### config.mk
export PLATFORM = sky130hd
export DESIGN_NAME = somr_ctrl
export DESIGN_NICKNAME = d
export VERILOG_FILES = /design/src/rtl/somr_pkg.sv /design/src/rtl/somr_ctrl.sv
export SDC_FILE = /design/constraint.sdc
export NUM_CORES = 1
export LEC_CHECK = 0
export BUFFER_PORTS_ARGS = -buffer_cell sky130_fd_sc_hd__buf_2
export CORE_AREA = 4 4 41 43
export CTS_CLUSTER_DIAMETER = 30
export DETAILED_ROUTE_END_ITERATION = 12
export DIE_AREA = 0 0 45 47
export GPL_TIMING_DRIVEN = 1
export PLACE_DENSITY = 0.42
export SYNTH_ARGS = -nofsm -noshare
export SYNTH_HDL_FRONTEND = slang
export SYNTH_SLANG_ARGS = --single-unit
### constraint.sdc
create_clock -name clk -period 0.8 [get_ports clk]
set_input_delay 0.08 -clock clk [delete_from_list [all_inputs] [get_ports clk]]
set_output_delay 0.08 -clock clk [all_outputs]
set_load 0.02 [all_outputs]
### src/rtl/somr_pkg.sv
// Types and constants shared by the spiral-order matrix reader.
`default_nettype none
package somr_pkg;

  localparam int unsigned DATA_W    = 32;
  localparam int unsigned DIM_W     = 5;
  localparam int unsigned CNT_W     = 2 * DIM_W;
  localparam int unsigned CFG_IDX_W = 2;

  localparam logic [CFG_IDX_W-1:0] REG_ROWS = 2'd0;
  localparam logic [CFG_IDX_W-1:0] REG_COLS = 2'd1;

  typedef enum logic {
    CMD_LOAD  = 1'b0,
    CMD_FETCH = 1'b1
  } cmd_e_t;

  typedef struct packed {
    cmd_e_t                   command;
    logic signed [DATA_W-1:0] value;
  } in_item_t;

  typedef struct packed {
    logic signed [DATA_W-1:0] element;
    logic                     last_of_matrix;
    logic                     nothing_left;
  } out_item_t;

  typedef struct packed {
    logic load_wr;
    logic restart;
    logic fetch_go;
    logic show_empty;
  } somr_cmd_t;

  typedef struct packed {
    logic all_loaded;
    logic all_emitted;
  } somr_stat_t;

endpackage
`default_nettype wire

### src/rtl/somr_ctrl.sv
// Command decode and result sequencing for the spiral reader.
`default_nettype none
module somr_ctrl
  import somr_pkg::*;
(
  input  logic       clk,
  input  logic       rst_n,
  input  logic       start,
  input  cmd_e_t     in_command,
  input  somr_stat_t stat,
  output logic       busy,
  output logic       out_valid,
  output somr_cmd_t  cmd
);

  typedef enum logic [2:0] {
    S_IDLE  = 3'b001,
    S_EMIT  = 3'b010,
    S_EMPTY = 3'b100
  } state_t;

  state_t state_r, state_nxt;
  logic   accept;
  logic   is_load;
  logic   is_fetch;
  logic   restart;
  logic   fetch_ok;

  assign busy     = !rst_n;
  assign accept   = start && !busy;
  assign is_load  = accept && (in_command == CMD_LOAD);
  assign is_fetch = accept && (in_command == CMD_FETCH);
  assign restart  = is_load && stat.all_loaded && stat.all_emitted;
  assign fetch_ok = stat.all_loaded && !stat.all_emitted;

  assign cmd.restart    = restart;
  assign cmd.load_wr    = is_load && (restart || !stat.all_loaded);
  assign cmd.fetch_go   = is_fetch && fetch_ok;
  assign cmd.show_empty = (state_r == S_EMPTY);

  always_comb begin
    state_nxt = S_IDLE;
    if (is_fetch) begin
      state_nxt = fetch_ok ? S_EMIT : S_EMPTY;
    end
  end

  always_comb begin
    unique case (state_r) inside
      S_IDLE:         out_valid = 1'b0;
      S_EMIT, S_EMPTY: out_valid = 1'b1;
      default:        out_valid = 1'b0;
    endcase
  end

  always_ff @(posedge clk) begin
    if (!rst_n) begin
      state_r <= S_IDLE;
    end else begin
      state_r <= state_nxt;
    end
  end

endmodule
`default_nettype wire

After elaboration in Yosys (flattened, before gate mapping):

Cells that the tools add are included.

* register bits after elaboration: 3
* input bits: 6
* output and inout port bits: 6
* word-level logic and storage cells: 20

* eq/ne operators: 2
* multiplexer cells: 2
* bitwise logic cells: 1
* reductions and logical operators: 14

Operators with widths (count)
* $logic_and 1x1->1: 8
* $eq 3x2->1 const B: 1
* $eq 3x3->1 const B: 1
* $logic_not 1->1: 3
* $mux 3: 1
* $reduce_and 2->1: 1
* $reduce_or 2->1: 1
* $logic_or 1x1->1: 1
* $mux 1: 1
* $not 1->1: 1

Depth between registers and ports, before layout:

* depth in word-level cells: 6
* depth in mapped cells: 3
* depth with buffers taken out: 2

Worst setup path after synthesis:

OpenSTA, ideal clock, no wires.

* kind: reg-to-output
* start: register state_r[2]
* end: output port cmd[0] in the netlist's numbering
* data arrival time: 0.853 ns
* required time: 0.720 ns
* path slack: -0.133 ns
* stages on the path, launching flop included: 2
* buffers on the path: 0
* cells stage by stage: dfxtp_1 -> nor3b_1

RTL lines
* from (decl): line somr_ctrl.sv:22 `state_t state_r, state_nxt;`
* from (signal assigned): line somr_ctrl.sv:60 `state_r <= state_nxt;`
* to (decl): line somr_ctrl.sv:13 `output somr_cmd_t cmd`

Final worst setup path:

* start: register state_r[1]
* end: output port out_valid

* word-level cells in the longest chain between the ends: 3
* elaborated cells on any way between the ends: 4
* those cells by class: 2 x eq/ne; 1 x mux; 1 x reduce/logical

Ends and longest elaborated chain
* $eq 3x3->1 (no line) / $eq 3x2->1 (equally long branches)
* $reduce_or 2->1 (*): line somr_ctrl.sv:49 `unique case (state_r) inside`
* $mux 1 (*): line somr_ctrl.sv:49
* to (decl): line somr_ctrl.sv:12 `output logic out_valid,`

Mark *: on every way between the ends. The rest lies on a longest branch, timed or not.

==> impl_metrics.csv <==
group,metric,value,unit
run_status,outcome,"complete, but fails checks",
run_status,violations,"negative setup slack",
route,drtPass1Iterations,2,
pwr,p_clk_share,55.2,%
sta,tightest_slew,0.164,ns
logic_synthesis,netlist_area,144,um^2
sta,hold_viol_final,0,
logic_synthesis,synth_top_family_by_area,"simple AND/OR/NAND/NOR gates",
pwr,comb_power_share,12.1,%
cells_and_area,drive_gt1_share,62.5,%
clocking,path_clk_slew,0.04,ns
logic_synthesis,yosys.area.top_type,"dfxtp_1",
global_routing,antenna_found_initial,0,
global_routing,overflow,0,
worst_setup_path,worst_ep_arrival_time,0.92,ns
pwr,pwr-share-seq,32.8,%
route,postRouteAntennaNets,0,
logic_synthesis,yosys.area.top_type_share,41.7,%
logic_synthesis,synth_area_leaders,"dfxtp_1, nor3b_1, nand3_2, nor3_1, xnor2_1",
route,drtIter0Drc,2,
clocking,clockBufferDepth,2,
cells_and_area,postLayoutCellArea,264,um^2
floorplanning,die_h,47,um
logic_synthesis,synth_ff_type,"dfxtp_1",
clocking,cts_root_buffer,"clkbuf_4",
logic_synthesis,synthAdderAreaFrac,0,%
flow_run,drv_cap,0,
clocking,cts_tree,"done",
cells_and_area,post-route-util,20.3,%
pwr,p_sw_share,24.0,%
sta,final_max_slew_viol_count,0,
sta,timing.final.crit_share,125,%
worst_setup_path,worst_setup_path_start_kind,"flop",
route,wirelength,419,um
pwr,leakage,0.120,nW
pwr,powerDensity,1850,nW/um^2
logic_synthesis,synth_nets,23,
logic_synthesis,synth_mux_area_share,0,%
worst_setup_path,cp_top_family,"flip-flops",
logic_synthesis,synth_compound_area_share,0,%
worst_setup_path,crit_start,"state_r[1]",
placement,place.gp.congestion,0.603,
route,num_vias,156,
route,vias_per_cell,3.32,
worst_setup_path,crit_slowest_cell,"dfxtp_2",
logic_synthesis,yosysUniqueCellTypes,10,
worst_setup_path,path_class,"reg -> out",
floorplanning,die_w,45,um
worst_setup_path,path_cells,"xnor2_2 > nor2_1 > buf_4",
logic_synthesis,yosysWarnings,0,
worst_setup_path,max_stage_delay,0.33,ns
cells_and_area,top_regs,"state_r x3",
sta,relSlewSlack,89.0,%
sta,fin_crit,0.999,ns
placement,dp.cells,43,
worst_setup_path,cp-endpoint,"out_valid",
pwr,p_sw,0.117,mW
clocking,clock_sinks,3,
pwr,p_int,0.370,mW
logic_synthesis,synth_seq_area_share,41.7,%
worst_setup_path,critPathCaptureType,"output pin",
logic_synthesis,postSynthCellCount,17,
logic_synthesis,ys_top_cells_by_count,"dfxtp_1, nor3b_1, nand2_1, nor2_1, nor3_1",
logic_synthesis,avgSynthCellArea,8.46,um^2
sta,setup-violations-final,2,
route,drcViolationCount,0,
logic_synthesis,synth-xor-area-share,6.09,%
floorplanning,initial_utilization,11.1,%
global_routing,grtUsageTotal,5.13,%
cells_and_area,fin_cells,47,
placement,pre_cts_ws,0.0516,ns
floorplanning,die_area,2120,um^2
floorplanning,boundaryPins,12,
placement,io_buffers,11,
worst_setup_path,cp.required,0.72,ns
worst_setup_path,critical_path_depth,3,
placement,postPlaceCellArea,223,um^2
global_routing,grt_pass1_vias,157,
cells_and_area,fin_nets,39,
pwr,peakVddDrop,0.301,mV
floorplanning,rows,13,
logic_synthesis,yosys_register_bits,3,
sta,fmax,1000,MHz
cells_and_area,largest-register,"state_r",
worst_setup_path,worstPathMaxFanout,2,
floorplanning,core_area,1300,um^2
cells_and_area,antenna_cells,0,
clocking,cts_made_buffers,3,
cells_and_area,syn2layout_area_growth,83.5,%
worst_setup_path,critPathBufInv,1,
pwr,power,0.487,mW
hold_path,hold_path.class,"in -> reg",
route,wire_per_inst,8.91,um
sta,setup_slack,-0.199,ns
logic_synthesis,synth_edf_count,0,
cells_and_area,largest_reg_flops,3,
sta,rsz0062_at_grt,"true",
clocking,htree_levels,1,
global_routing,grt_pass1_wl,614,um
logic_synthesis,async_reset_ff_share,0,%
logic_synthesis,yosys.area_share.simple,44.3,%
global_routing,grt_max_degree,5,
-- cell type report --
cell class / instances / area, um^2
inverter: 1 / 3.75
sequential: 3 / 62.6
tap: 15 / 18.8
fill: 160 / 1040
timing repair buffer: 12 / 67.6
clock buffer: 4 / 26.3
multi-input combinational: 12 / 85.1
-- power by group through the flow --
stage	registers, mW	logic (mW)	clock network, mW
floorplan	0.160	0.0269	0
global placement	0.161	0.0565	0
detailed placement	0.161	0.0570	0
CTS	0.159	0.0578	0.286
global route	0.161	0.0649	0.292
finish	0.160	0.0589	0.269
-- timing repair --
action	4_1_cts	5_1_grt
hold buffers	0	0
gates resized for setup	4	1
buffers inserted	0	0
pin swaps	1	0
endpoints found under the setup margin	2	2
-- through the flow --
stage / hold slack [ns] / setup TNS (ns)
floorplan: 0.156 / 0
global placement: 0.296 / 0
detailed placement: 0.297 / 0
CTS: 0.0387 / -0.358
global route: 0.0546 / -0.458
finish: 0.0521 / -0.367
-- routing by layer --
metal / global-route usage, % / routed length (um)
met5: 0 / 0
met4: 8.77 / 0
met1: 4.54 / 168
met2: 5.08 / 171
met3: 4.60 / 79
-- cells in the final DEF (no fill, tap or decap), drive strengths merged --
| cell type | instances |
|---|---|
| buf | 12 |
| clkbuf | 4 |
| dfxtp | 3 |
| inv | 1 |
| nand2 | 2 |
| nand3 | 1 |
| nor2 | 2 |
| nor2b | 1 |
| nor3 | 2 |
| nor3b | 3 |
| xnor2 | 1 |
-- logic make-up after synthesis --
kind of cell | count (synthesis)
and+or+nand+nor | 11
xor gates and xnor gates | 1
buffers and inverters | 2
DFF | 3
-- worst min-delay path by stage --
stage / slack [ns] / to / cells past startpoint / from
finish: 0.05 / state_r[1] / 2 / stat[0]
global route: 0.05 / state_r[1] / 2 / stat[0]
CTS: 0.04 / state_r[1] / 2 / stat[0]
detailed placement: 0.30 / state_r[1] / 2 / stat[0]
global placement: 0.30 / state_r[1] / 2 / stat[0]
floorplan: 0.16 / state_r[1] / 1 / stat[0]
No activity file was read; power rests on OpenSTA's default activity.
